[src/rtl/sms_pkg.sv]
// Shared types, constants and sigma functions for the SHA-256 message schedule.
// No dependencies.
package sms_pkg;

  localparam int WordW       = 32;
  localparam int ByteW       = 8;
  localparam int PosW        = 6;   // byte position within a 64-byte block
  localparam int LoadIdxW    = 4;   // index of W0..W15
  localparam int IdxW        = 6;   // index of W0..W63
  localparam int WindowDepth = 16;
  localparam int QueueDepth  = 2;
  localparam int QPtrW       = $clog2(QueueDepth);
  localparam int QCntW       = $clog2(QueueDepth + 1);

  localparam logic [IdxW-1:0]     LastIdx     = IdxW'(63);
  localparam logic [IdxW-1:0]     FirstExtIdx = IdxW'(16);
  localparam logic [LoadIdxW-1:0] LastLoadIdx = LoadIdxW'(15);

  // one packed message word on its way from the front to the back
  typedef struct packed {
    logic [WordW-1:0]    word;
    logic [LoadIdxW-1:0] idx;
  } msg_word_t;

  function automatic logic [WordW-1:0] ror32(input logic [WordW-1:0] x, input int n);
    ror32 = (x >> n) | (x << (WordW - n));
  endfunction

  function automatic logic [WordW-1:0] sigma0(input logic [WordW-1:0] x);
    sigma0 = ror32(x, 7) ^ ror32(x, 18) ^ (x >> 3);
  endfunction

  function automatic logic [WordW-1:0] sigma1(input logic [WordW-1:0] x);
    sigma1 = ror32(x, 17) ^ ror32(x, 19) ^ (x >> 10);
  endfunction

endpackage

[src/rtl/sha256_message_schedule.sv]
// SHA-256 message schedule expansion: top level joining front end, queue and back end.
// Depends on sms_pkg, sms_front, sms_queue, sms_back.
// Usage: feed the 64 bytes of a message block one item at a time, first byte first. Words
// W0..W15 come out as each fourth byte arrives (through a two-entry queue and then the back
// end's output register), then W16..W63 follow, one per cycle while out_ready is high, from a
// single shared sigma/add unit working on a 16-word shift window; last_word marks W63. Bytes
// are taken one per cycle, but a word's fourth byte waits while the queue is full; while the
// back end extends one block the front keeps taking the next block's bytes until the queue
// and its gather register fill (11 bytes). No clearing after reset.
module sha256_message_schedule import sms_pkg::*; (
  input  logic             clk,
  input  logic             rst,
  input  logic             in_valid,
  output logic             in_ready,
  input  logic [ByteW-1:0] data_byte,
  output logic             out_valid,
  input  logic             out_ready,
  output logic [WordW-1:0] word,
  output logic [IdxW-1:0]  word_index,
  output logic             last_word
);

  logic      push_valid;
  logic      push_ready;
  msg_word_t push_data;
  logic      pop_valid;
  logic      pop_ready;
  msg_word_t pop_data;

  sms_front u_front (
    .clk        (clk),
    .rst        (rst),
    .in_valid   (in_valid),
    .in_ready   (in_ready),
    .data_byte  (data_byte),
    .push_valid (push_valid),
    .push_ready (push_ready),
    .push_data  (push_data)
  );

  sms_queue u_queue (
    .clk        (clk),
    .rst        (rst),
    .push_valid (push_valid),
    .push_ready (push_ready),
    .push_data  (push_data),
    .pop_valid  (pop_valid),
    .pop_ready  (pop_ready),
    .pop_data   (pop_data)
  );

  sms_back u_back (
    .clk        (clk),
    .rst        (rst),
    .pop_valid  (pop_valid),
    .pop_ready  (pop_ready),
    .pop_data   (pop_data),
    .out_valid  (out_valid),
    .out_ready  (out_ready),
    .word       (word),
    .word_index (word_index),
    .last_word  (last_word)
  );

endmodule

[src/rtl/sms_front.sv]
// Front end: takes message bytes and packs each four of them big-endian into a word.
// Depends on sms_pkg.
module sms_front import sms_pkg::*; (
  input  logic             clk,
  input  logic             rst,
  input  logic             in_valid,
  output logic             in_ready,
  input  logic [ByteW-1:0] data_byte,
  output logic             push_valid,
  input  logic             push_ready,
  output msg_word_t        push_data
);

  logic [PosW-1:0]        pos;
  logic [3*ByteW-1:0]     partial;
  logic                   completes;

  assign completes  = (pos[1:0] == 2'b11);
  // bytes that only gather never wait on the queue
  assign in_ready   = !completes || push_ready;
  assign push_valid = in_valid && completes;
  assign push_data  = '{word: {partial, data_byte}, idx: pos[PosW-1:2]};

  always_ff @(posedge clk) begin
    if (rst) begin
      pos     <= '0;
      partial <= '0;
    end else if (in_valid && in_ready) begin
      pos     <= pos + PosW'(1);
      partial <= {partial[2*ByteW-1:0], data_byte};
    end
  end

endmodule

[src/rtl/sms_queue.sv]
// Short word queue between the front and back ends.
// Depends on sms_pkg.
module sms_queue import sms_pkg::*; (
  input  logic      clk,
  input  logic      rst,
  input  logic      push_valid,
  output logic      push_ready,
  input  msg_word_t push_data,
  output logic      pop_valid,
  input  logic      pop_ready,
  output msg_word_t pop_data
);

  msg_word_t        mem [QueueDepth];
  logic [QPtrW-1:0] wr_ptr;
  logic [QPtrW-1:0] rd_ptr;
  logic [QCntW-1:0] count;
  logic             do_push;
  logic             do_pop;

  assign push_ready = (count != QCntW'(QueueDepth));
  assign pop_valid  = (count != '0);
  assign pop_data   = mem[rd_ptr];
  assign do_push    = push_valid && push_ready;
  assign do_pop     = pop_valid && pop_ready;

  always_ff @(posedge clk) begin
    if (do_push) begin
      mem[wr_ptr] <= push_data;
    end
  end

  always_ff @(posedge clk) begin
    if (rst) begin
      wr_ptr <= '0;
      rd_ptr <= '0;
      count  <= '0;
    end else begin
      if (do_push) begin
        wr_ptr <= (wr_ptr == QPtrW'(QueueDepth - 1)) ? '0 : wr_ptr + QPtrW'(1);
      end
      if (do_pop) begin
        rd_ptr <= (rd_ptr == QPtrW'(QueueDepth - 1)) ? '0 : rd_ptr + QPtrW'(1);
      end
      if (do_push && !do_pop) begin
        count <= count + QCntW'(1);
      end else if (do_pop && !do_push) begin
        count <= count - QCntW'(1);
      end
    end
  end

endmodule

[src/rtl/sms_back.sv]
// Back end: emits W0..W15 from the queue, then extends the schedule to W63.
// Depends on sms_pkg.
module sms_back import sms_pkg::*; (
  input  logic             clk,
  input  logic             rst,
  input  logic             pop_valid,
  output logic             pop_ready,
  input  msg_word_t        pop_data,
  output logic             out_valid,
  input  logic             out_ready,
  output logic [WordW-1:0] word,
  output logic [IdxW-1:0]  word_index,
  output logic             last_word
);

  typedef enum logic {ST_LOAD, ST_EXTEND} state_t;

  state_t           state;
  logic [IdxW-1:0]  ext_idx;
  // win[0] is W[i-16], win[15] is W[i-1]
  logic [WordW-1:0] win [WindowDepth];
  logic             slot_free;
  logic             do_pop;
  logic             shift_en;
  logic [WordW-1:0] shift_in;
  logic [WordW-1:0] ext_word;

  assign slot_free = !out_valid || out_ready;
  assign pop_ready = (state == ST_LOAD) && slot_free;
  assign do_pop    = pop_valid && pop_ready;
  assign ext_word  = win[0] + sigma0(win[1]) + win[9] + sigma1(win[14]);
  assign shift_en  = do_pop || ((state == ST_EXTEND) && slot_free);
  assign shift_in  = (state == ST_LOAD) ? pop_data.word : ext_word;

  always_ff @(posedge clk) begin
    if (shift_en) begin
      for (int k = 0; k < WindowDepth - 1; k++) begin
        win[k] <= win[k+1];
      end
      win[WindowDepth-1] <= shift_in;
    end
  end

  always_ff @(posedge clk) begin
    if (rst) begin
      state     <= ST_LOAD;
      ext_idx   <= FirstExtIdx;
      out_valid <= 1'b0;
      last_word <= 1'b0;
    end else begin
      if (out_valid && out_ready) begin
        out_valid <= 1'b0;
      end
      unique case (state)
        ST_LOAD: begin
          if (do_pop) begin
            out_valid  <= 1'b1;
            word       <= pop_data.word;
            word_index <= {2'b00, pop_data.idx};
            last_word  <= 1'b0;
            if (pop_data.idx == LastLoadIdx) begin
              state   <= ST_EXTEND;
              ext_idx <= FirstExtIdx;
            end
          end
        end
        ST_EXTEND: begin
          if (slot_free) begin
            out_valid  <= 1'b1;
            word       <= ext_word;
            word_index <= ext_idx;
            last_word  <= (ext_idx == LastIdx);
            if (ext_idx == LastIdx) begin
              state <= ST_LOAD;
            end else begin
              ext_idx <= ext_idx + IdxW'(1);
            end
          end
        end
        default: state <= ST_LOAD;
      endcase
    end
  end

endmodule

[config.mk]
export PLATFORM = sky130hd
export DESIGN_NAME = sha256_message_schedule
export DESIGN_NICKNAME = d
export VERILOG_FILES = /design/src/rtl/sms_pkg.sv /design/src/rtl/sha256_message_schedule.sv /design/src/rtl/sms_front.sv /design/src/rtl/sms_queue.sv /design/src/rtl/sms_back.sv
export SDC_FILE = /design/constraint.sdc
export NUM_CORES = 1
export LEC_CHECK = 0
export BUFFER_PORTS_ARGS = -buffer_cell sky130_fd_sc_hd__buf_2
export CORE_ASPECT_RATIO = 1.2
export CORE_UTILIZATION = 55
export CTS_CLUSTER_SIZE = 12
export DETAILED_ROUTE_END_ITERATION = 6
export PLACE_DENSITY = 0.7
export SYNTH_ARGS = -nofsm -noshare
export SYNTH_HDL_FRONTEND = slang
export SYNTH_HIERARCHICAL = 1
export SYNTH_SLANG_ARGS = --single-unit
[constraint.sdc]
create_clock -name clk -period 16.2 [get_ports clk]
set_clock_uncertainty 0.05 [all_clocks]
set_input_delay 0.81 -clock clk [delete_from_list [all_inputs] [get_ports clk]]
set_output_delay 0.81 -clock clk [all_outputs]
set_load 0.005 [all_outputs]
Word level (Yosys, flattened, before mapping)
Memories as Yosys holds them, arrays and structs flattened. A register that Yosys moved wholly into a read port is not among the register bits.
Index checks and enable logic that the tools add are counted.
{ "totals": {"register_bits": 81, "elab_cells": 95, "out_inout_bits": 41, "ramBits": 584, "n_memories": 2} }
{ "classes": {"muxes": 34, "n_eq_ne": 8, "bitwise": 10, "n_addsub": 9, "n_reduce_logical": 21} }
{ "memory_table": {"columns": ["name", "words", "word_bits", "read_ports", "rd_ports_with_merged_regs", "write_ports", "line_no", "text"], "rows": [
  ["u_back.win", 16, 32, 16, 0, 16, "sms_back.sv:21", "logic [WordW-1:0] win [WindowDepth];"],
  ["u_queue.mem", 2, 36, 1, 1, 1, "sms_queue.sv:14", "msg_word_t mem [QueueDepth];"]
]} }
{ "op_table": {"columns": ["op", "count"], "rows": [
  ["32-bit adder", 3],
  ["32-bit 2-to-1 mux", 3],
  ["32-bit one-hot mux with 2 select lines", 1],
  ["32-bit bitwise XOR", 2],
  ["6-bit 2-to-1 mux", 6],
  ["13-bit by 32-bit bitwise OR with 32-bit output", 1],
  ["14-bit by 32-bit bitwise OR with 32-bit output", 1],
  ["15-bit by 32-bit bitwise OR with 32-bit output", 1],
  ["25-bit by 32-bit bitwise OR with 32-bit output", 1],
  ["32-bit by 22-bit bitwise XOR with 32-bit output", 1],
  ["32-bit by 29-bit bitwise XOR with 32-bit output", 1],
  ["6-bit one-hot mux with 2 select lines", 2],
  ["1-bit 2-to-1 mux", 17],
  ["6-bit by 1-bit adder with 6-bit output, second input constant", 2],
  ["1-bit logical AND", 9],
  ["2-bit inequality test, second input constant", 4],
  ["6-bit equality test, second input constant", 1],
  ["1-bit one-hot mux with 2 select lines", 3],
  ["4-bit equality test, second input constant", 1],
  ["1-bit zero test", 4],
  ["2-bit 2-to-1 mux", 2],
  ["4-bit AND reduction", 1],
  ["2-bit nonzero test", 2],
  ["1-bit logical OR", 3],
  ["8 further kinds", 10]
]} }

Logic depth before layout (Yosys ltp)
Gate-level depths: netlist (run 1).
An unclocked memory read counts as a cell.
{ "logic_depth": {"word_depth": 9, "mapped_depth": 17, "mapped_depth_nobuf": 17} }

Cells and area by module
Netlist (run 1), hierarchy kept.
{ "by_module_without_submodules": {"columns": ["mod", "instances", "cells_per_inst", "seq_area_each_um2", "area_each_um2"], "rows": [
  ["sms_back", 1, 1216, 16696.0, 21882.2],
  ["sms_queue", 1, 136, 2262.2, 2817.7],
  ["sms_front", 1, 154, 600.6, 1275.0]
]} }

Least setup slack after synthesis (run 1)
OpenSTA, ideal clock, no wires.
{ "synth_timing": {"kind": "input to register", "from": "input out_ready", "to": "memory u_back.win[0][0], enable pin", "path_slack_ns": 4.368, "n_path_buf": 0, "setup_ns": 0.856, "stages": 3, "required_time_ns": 15.294, "t_arrival_ns": 10.926, "cell_sequence": "nand2b_1 > o21ai_0 > inv_1"} }
{ "synth_rtl": {"columns": ["element", "line_no", "text"], "rows": [
  ["from (decl)", "sha256_message_schedule.sv:17", "input logic out_ready,"],
  ["to (decl)", "sms_back.sv:21", null]
]} }

==> out/metrics.cfg, run 1 <==
[route]
wl_per_cell_um = 22.4
drcViolationCount = 0
vias_per_cell = 5.47
drtIter0Drc = 979
drtPass1Iterations = 6
vias = 12200
antenna_left = 0
wirelength_um = 50000

[yosys]
synth_fp_nets = 1614
yosys.area.top_type = edfxtp_1
syn_area_um2 = 26000
synth-seq-cells = 666
synth_commonest_cells = edfxtp_1, inv_1, xnor2_1
synth_most_common_cell = edfxtp_1
synth_cell_types = 68
seq_area_frac_synth_pct = 75.3
synth-edff-count = 622
synth_cells = 1506
ys_warn_count = 6
yosysTopAreaCellShare_pct = 71.9
ys_top_cells_by_area = edfxtp_1, fa_1, xnor2_1
async_flop_share_pct = 0
avgSynthCellArea_um2 = 17.2
synthFlopType = edfxtp_1

[grt]
grt_pass1_vias = 12200
grt_pass1_wl_um = 75300
grt_overflow = 0
antenna_found_initial = 1
grt_max_degree = 111
grtUsageTotal_pct = 21.5

[timing]
maxSlewViolCount = 0
hold_viol = 0
slew-limit-headroom_pct = 26.3
period_share_pct = 30.0
setup_tns_ps = 0
period_minus_slack_ps = 4870
setup_slack_ps = 11330
max_freq_mhz = 205
rsz0062_at_grt = no
finalSetupViolations = 0
worstMarginPinSlew_ps = 1100

[critical_path]
worstPathArrival_ps = 5180
r2r-start = u_back/win[0][50]$_DFFE_PP_
reg2reg_setup_slack_ps = 11330
worst-setup-path-type = reg -> reg
r2r_cells = 14
cp.required_ps = 16510
critical_path.startpoint_type = flip-flop
r2r-end = u_back/word[30]$_DFFE_PP_
crit_fanout = 6
crit_path_end_kind = flip-flop

[clock_network]
ctsResizeCount = 0
cts_max_path_buffers = 3
hold_buffers = 0
cts_setup_buffers = 0
h-tree-depth = 3
clkTransAtPathRegs_ps = 60
insertion_delay_ps = 600
clockRootBuffer = clkbuf_16
cts_made_buffers = 67
clock_sinks = 666
tritoncts = yes

[placement]
port-buffer-count = 52
dp_slack_ps = 11430
gp_congestion = 0.898
dp_hpwl_um = 34000

[run_status]
outcome = finished, final reports clean

[layout]
regArea_um2 = 19600
n_fill_cell = 3402
n_antenna_cell = 0
final_nets = 1701
synthToLayoutAreaGrowth_pct = 10.7
multi_input_area_um2 = 5610
drive_above_1_share_pct = 13.8

[floorplanning]
start_util_pct = 56.1
coreArea_um2 = 46300
io_pins = 53
die-area_um2 = 48100
rows = 86
die_width_um = 200
die_h_um = 240

[worst_hold_path]
hold_start = u_back/win[1][253]$_DFFE_PP_
hold-path-cell-count = 0
hp-class = reg -> reg
min_to = u_back/win[1][221]$_DFFE_PP_

[flow_run]
drv_cap = 0

## critical path, stage by stage (launching register included)
cell and delay [ps]:
edfxtp_1 530, xnor2_1 350, xnor2_1 160, fa_1 520, inv_1 60, fa_1 540
inv_1 60, ha_1 380, a21o_1 250, a31oi_2 280, o2bb2ai_2 110, o31ai_2 420
a21oi_2 180, a221o_1 360, o311ai_2 400
## stage by stage
step                      utilization, %  hold WS, ps  instances  instance area, um^2
final                               62.2          360       2234                28800
after global placement              58.0          350       2140                26900
after detailed placement            58.0          355       2140                26900
after floorplan                        -          350       1506                26000
after global routing                62.2          367       2234                28800
after CTS                           62.2          364       2234                28800
## state kept, by name, summed over array words and instances, names as in the netlist, 2 cells and up, named ones only
signal,flops
u_front/partial,24
u_back/win,512
u_back/ext_idx,6
u_back/word,32
u_back/word_index,6
u_front/pos,6
u_queue/count,2
u_queue/mem,72
## worst max path at each step
stage	from	to	slack (ps)	cells after the start
final	u_back/win[0][50]$_DFFE_PP_	u_back/word[30]$_DFFE_PP_	11330	14
after global routing	u_back/win[0][50]$_DFFE_PP_	u_back/word[30]$_DFFE_PP_	11170	14
after CTS	u_back/win[0][50]$_DFFE_PP_	u_back/word[30]$_DFFE_PP_	11360	14
after detailed placement	u_back/win[0][50]$_DFFE_PP_	u_back/word[30]$_DFFE_PP_	11430	14
after global placement	u_back/win[0][50]$_DFFE_PP_	u_back/word[30]$_DFFE_PP_	11370	14
after floorplan	out_ready	u_back/win[0][0]$_DFFE_PP_	4370	3
## cell usage in the layout (no fill, tap or decap), types with 14 or more instances in the layout
cell type / netlist / final
a21oi_1: 61 / 61
mux2_2: 58 / 58
ha_1: 34 / 34
o21ai_0: 43 / 43
clkbuf_16: 0 / 72
nand2_1: 28 / 28
fa_1: 62 / 62
a21o_1: 23 / 23
clkbuf_1: 13 / 14
inv_1: 146 / 145
xnor2_1: 120 / 120
dfxtp_1: 44 / 43
nand3_1: 38 / 38
nor2_1: 39 / 38
edfxtp_1: 622 / 622
buf_2: 8 / 52
xor2_1: 29 / 29
## kinds of logic (layout without fill, tap and decap cells)
kind of cell / count (synthesis) / in the layout / share of synthesized area (%)
AO/OA/AOI/OAI: 182 / 182 / 4.52
XOR/XNOR: 149 / 149 / 5.02
adder cells (fa/ha/maj): 96 / 96 / 6.42
buffers and inverters: 193 / 305 / 3.13
flip-flops: 666 / 666 / 75.3
multiplexers: 59 / 59 / 2.57
AND/OR/NAND/NOR: 161 / 161 / 3.04
## layout make-up
cell class                 count  area share (%)
tap                          616            2.68
clock inverter                 7           0.148
sequential                   666            68.0
timing repair buffer          64            1.22
inverter                     147            1.94
multi-input combinational    647            19.5
clock buffer                  87            6.49
## metal layers
layer	vias to the layer above	wire length, um	global-route usage [%]
li1	5607	-	-
met5	-	0	0
met3	90	2720	3.28
met2	404	24600	35.4
met4	0	1570	9.14
met1	6124	21100	29.0
Power of run 1 is not shown: default switching activity piles up to over one toggle a cycle in this logic, so the estimate is an artifact.
==> run 2: changes to the inputs <==
==> constraint.sdc (replaced) <==
create_clock -name clk -period 4.9 [get_ports clk]
set_clock_uncertainty 0.05 [all_clocks]
set_input_delay 0.245 -clock clk [delete_from_list [all_inputs] [get_ports clk]]
set_output_delay 0.245 -clock clk [all_outputs]
set_load 0.005 [all_outputs]
==> out/metrics.cfg, run 2 (same netlist as run 1, synthesis figures left out) <==
[timing]
rsz0062_at_grt = no
slew-limit-headroom_pct = 42.1  ; +16 points
period_minus_slack_ps = 4770  ; -101 ps
max_freq_mhz = 210  ; +2.1%
period_share_pct = 97.3  ; +67 points
hold_viol = 0  ; unchanged
finalSetupViolations = 0  ; unchanged
maxSlewViolCount = 0  ; unchanged
worstMarginPinSlew_ps = 869  ; -236 ps

[layout]
final_cell_mix = edfxtp_1, inv_1, xnor2_1
n_antenna_cell = 0  ; unchanged
largest_reg_flops = 512  ; unchanged
final_common_cell = edfxtp_1
top_regs = u_back/win x512, u_queue/mem x72, u_back/word x32
n_fill_cell = 3325  ; -2.3%
final_nets = 1728  ; +1.6%
drive_above_1_share_pct = 15.1  ; +1.3 points
synthToLayoutAreaGrowth_pct = 12.0
final_area_um2 = 29100  ; +1.1%
regMostFlops = u_back/win

[grt]
grt_pass1_wl_um = 77700  ; +3.2%
grt_overflow = 0  ; unchanged
grt_max_degree = 133  ; +20%
grtUsageTotal_pct = 22.3  ; +0.78 points
antenna_found_initial = 0  ; -1
grt_pass1_vias = 12500  ; +2.2%

[clock_network]
cts_max_path_buffers = 3  ; unchanged
cts_made_buffers = 67  ; unchanged
tritoncts = yes
insertion_delay_ps = 600  ; about the same
clockRootBuffer = clkbuf_16
clkTransAtPathRegs_ps = 60  ; about the same
h-tree-depth = 3  ; unchanged
clock_sinks = 666  ; unchanged

[worst_hold_path]
min_to = u_front/partial[20]$_SDFFE_PP0P_
hold_start = in_valid
hold-path-cell-count = 3  ; +3
hp-class = in -> reg

[floorplanning]
die_width_um = 200  ; unchanged
rows = 86  ; unchanged
start_util_pct = 56.1  ; unchanged
die-area_um2 = 48100  ; unchanged
io_pins = 53  ; unchanged
die_h_um = 240  ; unchanged
coreArea_um2 = 46300  ; unchanged

[route]
antenna_left = 0  ; unchanged
drtIter0Drc = 960  ; -1.9%
vias_per_cell = 5.44  ; -0.51%
drcViolationCount = 0  ; unchanged
wl_per_cell_um = 22.6  ; +1.1%
vias = 12300  ; +0.87%
drtPass1Iterations = 5  ; -1
wirelength_um = 51200  ; +2.5%

[placement]
dpl-instance-area_um2 = 27000  ; +0.66%
port-buffer-count = 52  ; unchanged
gp_congestion = 0.882  ; -1.7%
dp_hpwl_um = 35000  ; +3.0%

[critical_path]
crit_fanout = 4  ; -2
r2r-end = u_back/word[23]$_DFFE_PP_
r2r-start = u_back/win[1][210]$_DFFE_PP_
critPathSlowestCell = edfxtp_1
worstPathArrival_ps = 5050  ; -130 ps
r2r_cells = 17  ; +3
critical_path.startpoint_type = flip-flop
worst-setup-path-type = reg -> reg
cpPeakStageDelay_ps = 540  ; about the same
reg2reg_setup_slack_ps = 130  ; -11200 ps
crit_path_end_kind = flip-flop
path_cells = xnor2_1 > xnor2_2 > fa_1 > inv_1 > fa_1 > inv_1 > ha_1 > inv_1 > fa_1 > nor2b_1 > o211ai_1 > nand3b_1 > a21oi_4 > a211oi_4 > o21a_1 > nor3_1 > o31ai_2
cp.required_ps = 5180  ; -11330 ps

[flow_run]
drv_cap = 0  ; unchanged

[run_status]
outcome = finished, final reports clean

## run 2: cell count changes in the layout (fill, tap and decap cells not counted), moves of 3 or more
cell | before | now
clkbuf_16 | 72 | 69
xnor2_2 | 0 | 4
clkbuf_1 | 14 | 21
buf_12 | 0 | 3
xnor2_1 | 120 | 116
buf_4 | 12 | 27
dlygate4sd3_1 | 0 | 9
## run 2: timing repair
item | 4_1_cts | 5_1_grt
endpoints found under the hold margin | 25 | 0
gates cloned | 0 | 0
endpoints found under the setup margin | 9 | 22
buffers inserted | 0 | 1
hold buffers | 9 | 0
gates resized for setup | 3 | 7
## run 2: how the worst max path moves through the flow
stage / start / to / cells after the start
floorplan: u_queue/count[1]$_SDFFE_PP0P_ / u_back/win[0][0]$_DFFE_PP_ / 3
global placement: u_back/win[1][210]$_DFFE_PP_ / u_back/word[23]$_DFFE_PP_ / 17
detailed placement: u_back/win[1][210]$_DFFE_PP_ / u_back/word[23]$_DFFE_PP_ / 17
CTS: u_back/win[1][210]$_DFFE_PP_ / u_back/win[1][241]$_DFFE_PP_ / 17
global route: u_back/win[1][210]$_DFFE_PP_ / u_back/word[25]$_DFFE_PP_ / 17
finish: u_back/win[1][210]$_DFFE_PP_ / u_back/word[23]$_DFFE_PP_ / 17
## run 2: worst max-delay path: cells and delay by family (launching register included)
family | cells | cell delay [ps]
buf+inv | 3 | 260
simple gates | 3 | 420
flops | 1 | 540
compound gates | 5 | 1190
fa+ha+maj | 4 | 1520
xor+xnor | 2 | 500
## run 2: cell type report
cell class                      count  area [um^2]  share of cell area (%)
Sequential cell                   666        19600                    67.2
Tap cell                          616          771                    2.65
Clock buffer                       92         1830                    6.30
Clock inverter                      6         62.6                   0.215
Multi-Input combinational cell    647         5690                    19.6
Inverter                          147          556                    1.91
Timing Repair Buffer               91          613                    2.11
## run 2: through the flow
step / hold WS (ps) / worst slack (ps) / utilization [%] / cells / setup TNS (ps)
floorplan: 257 / -4000 / - / 1506 / -2046790
global placement: 350 / -188 / 58.4 / 2157 / -375
detailed placement: 355 / -225 / 58.4 / 2157 / -543
CTS: 109 / 125 / 62.7 / 2264 / 0
global route: 186 / 19.9 / 62.9 / 2265 / 0
finish: 143 / 133 / 62.9 / 2265 / 0
## run 2: per-layer routing
layer / part of all wire [%] / vias up / track usage (%)
met1: 43 / 6213 / 30.3
met2: 49 / 377 / 36.8
met3: 5.7 / 74 / 3.62
li1: - / 5667 / -
met5: 0 / - / 0
met4: 2.5 / 0 / 8.21
Power of run 2 is left out for the same reason.
==> run 3: changes to the inputs <==
--- a/config.mk
+++ b/config.mk
@@ -11,6 +11,7 @@
 export CTS_CLUSTER_SIZE = 12
 export DETAILED_ROUTE_END_ITERATION = 6
 export PLACE_DENSITY = 0.7
+export RECOVER_POWER = 25
 export SYNTH_ARGS = -nofsm -noshare
 export SYNTH_HDL_FRONTEND = slang
 export SYNTH_HIERARCHICAL = 1
==> out/metrics.cfg, run 3 (same netlist as run 1, synthesis figures left out) <==
[floorplanning]
die-area_um2 = 48100  ; unchanged
die_width_um = 200  ; unchanged
die_h_um = 240  ; unchanged
io_pins = 53  ; unchanged
coreArea_um2 = 46300  ; unchanged
rows = 86  ; unchanged
start_util_pct = 56.1  ; unchanged

[layout]
largest_reg_flops = 512  ; unchanged
final_cell_mix = edfxtp_1, inv_1, xnor2_1
final_nets = 1728  ; unchanged
n_antenna_cell = 0  ; unchanged
synthToLayoutAreaGrowth_pct = 12.0  ; about the same
final_common_cell = edfxtp_1
regMostFlops = u_back/win
n_fill_cell = 3328  ; +0.090%
final_area_um2 = 29100  ; about the same
drive_above_1_share_pct = 14.6  ; -0.49 points
top_regs = u_back/win x512, u_queue/mem x72, u_back/word x32

[grt]
grt_overflow = 0  ; unchanged
antenna_found_initial = 0  ; unchanged
grtUsageTotal_pct = 22.3  ; unchanged
grt_pass1_wl_um = 77700  ; unchanged
grt_max_degree = 133  ; unchanged
grt_pass1_vias = 12500  ; unchanged

[route]
wirelength_um = 51200  ; about the same
vias_per_cell = 5.45  ; about the same
antenna_left = 0  ; unchanged
wl_per_cell_um = 22.6  ; about the same
vias = 12300  ; +0.024%
drtIter0Drc = 965  ; +0.52%
drtPass1Iterations = 5  ; unchanged
drcViolationCount = 0  ; unchanged

[timing]
worstMarginPinSlew_ps = 868  ; -0.458 ps
max_freq_mhz = 210  ; about the same
slew-limit-headroom_pct = 42.1  ; about the same
rsz0062_at_grt = no
period_share_pct = 97.3  ; about the same
period_minus_slack_ps = 4770  ; +1.10 ps
hold_viol = 0  ; unchanged
setup_slack_ps = 132  ; -1.10 ps
finalSetupViolations = 0  ; unchanged
maxSlewViolCount = 0  ; unchanged

[critical_path]
crit_family = adder cells
path_cells = xnor2_1 > xnor2_2 > fa_1 > inv_1 > fa_1 > inv_1 > ha_1 > inv_1 > fa_1 > nor2b_1 > o211ai_1 > nand3b_1 > a21oi_4 > a211oi_4 > o21a_1 > nor3_1 > o31ai_2
critical_path.startpoint_type = flip-flop
r2r_cells = 17  ; unchanged
crit_end = u_back/word[23]$_DFFE_PP_
cp.required_ps = 5180  ; about the same
cpPeakStageDelay_ps = 540  ; about the same
crit_fanout = 4  ; unchanged
crit_start = u_back/win[1][210]$_DFFE_PP_
crit_path_end_kind = flip-flop
critPathSlowestCell = edfxtp_1
worstSetupPathDepth = 17  ; unchanged
crit_buf_inv = 3  ; unchanged
worst-setup-path-type = reg -> reg
worstPathArrival_ps = 5050  ; about the same
r2r-end = u_back/word[23]$_DFFE_PP_
reg2reg_setup_slack_ps = 130  ; about the same
r2r-start = u_back/win[1][210]$_DFFE_PP_

[placement]
gp_congestion = 0.882  ; unchanged
dp_slack_ps = -225  ; unchanged
dp_hpwl_um = 35000  ; unchanged
port-buffer-count = 52  ; unchanged
dpl-instance-area_um2 = 27000  ; unchanged

[worst_hold_path]
hp-class = in -> reg

[clock_network]
insertion_delay_ps = 600  ; about the same
cts_made_buffers = 67  ; unchanged
clkTransAtPathRegs_ps = 60  ; about the same
h-tree-depth = 3  ; unchanged
clock_sinks = 666  ; unchanged
cts_max_path_buffers = 3  ; unchanged
clockRootBuffer = clkbuf_16
tritoncts = yes

[flow_run]
drv_cap = 0  ; unchanged

[run_status]
outcome = finished, final reports clean

==> run 3: changes by cell type in the layout (fill, tap and decap cells not counted), sizes merged <==
cell,previous run,this run
buf,82,74
clkbuf,92,100
==> run 3: timing repair <==
item / in CTS / in global routing
gates resized for setup: 3 / 7
endpoints found under the setup margin: 9 / 22
hold buffers: 9 / 0
endpoints found under the hold margin: 25 / 0
buffers inserted: 0 / 1
==> run 3: area by class of cell <==
cell class,count,area (um^2),share of cell area (%)
clock inverters,6,62.6,0.215
repair buffers,91,603,2.07
flip-flops and latches,666,19600,67.3
well taps,616,771,2.65
multi-input cells,647,5690,19.6
clock buffers,92,1830,6.30
inverters,147,556,1.91
==> run 3: metal layers <==
layer	GRT usage, %	part of all wire (%)	routed length [um]
met3	3.62	5.6	2860
met4	8.21	2.5	1260
met5	0	0	0
met2	36.8	49	25300
met1	30.3	43	21800
==> run 3: worst min-delay path by stage <==
stage	start	end	slack, ps	depth (start not counted)
2_1_floorplan	rst	u_queue/count[1]$_SDFFE_PP0P_	260	1
3_3_place_gp	u_back/win[0][251]$_DFFE_PP_	u_back/win[0][219]$_DFFE_PP_	350	0
3_5_place_dp	u_back/win[0][137]$_DFFE_PP_	u_back/win[0][105]$_DFFE_PP_	350	0
4_1_cts	in_valid	u_front/partial[5]$_SDFFE_PP0P_	110	3
5_1_grt	in_valid	u_front/partial[10]$_SDFFE_PP0P_	190	3
6_report	in_valid	u_front/partial[20]$_SDFFE_PP0P_	140	3
==> run 3: through the flow <==
step	hold WS, ps	TNS (ps)	utilization (%)	instances
detailed placement	355	-543	58.4	2157
CTS	109	0	62.7	2264
finish	142	0	62.9	2265
global route	186	0	62.9	2265
global placement	350	-375	58.4	2157
floorplan	257	-2046790	-	1506
==> run 3: tightest hold or removal path: stages <==
cell     delay, ps
buf_2          280
nand3_1        160
a21oi_1         50
Power of run 3 is left out for the same reason.
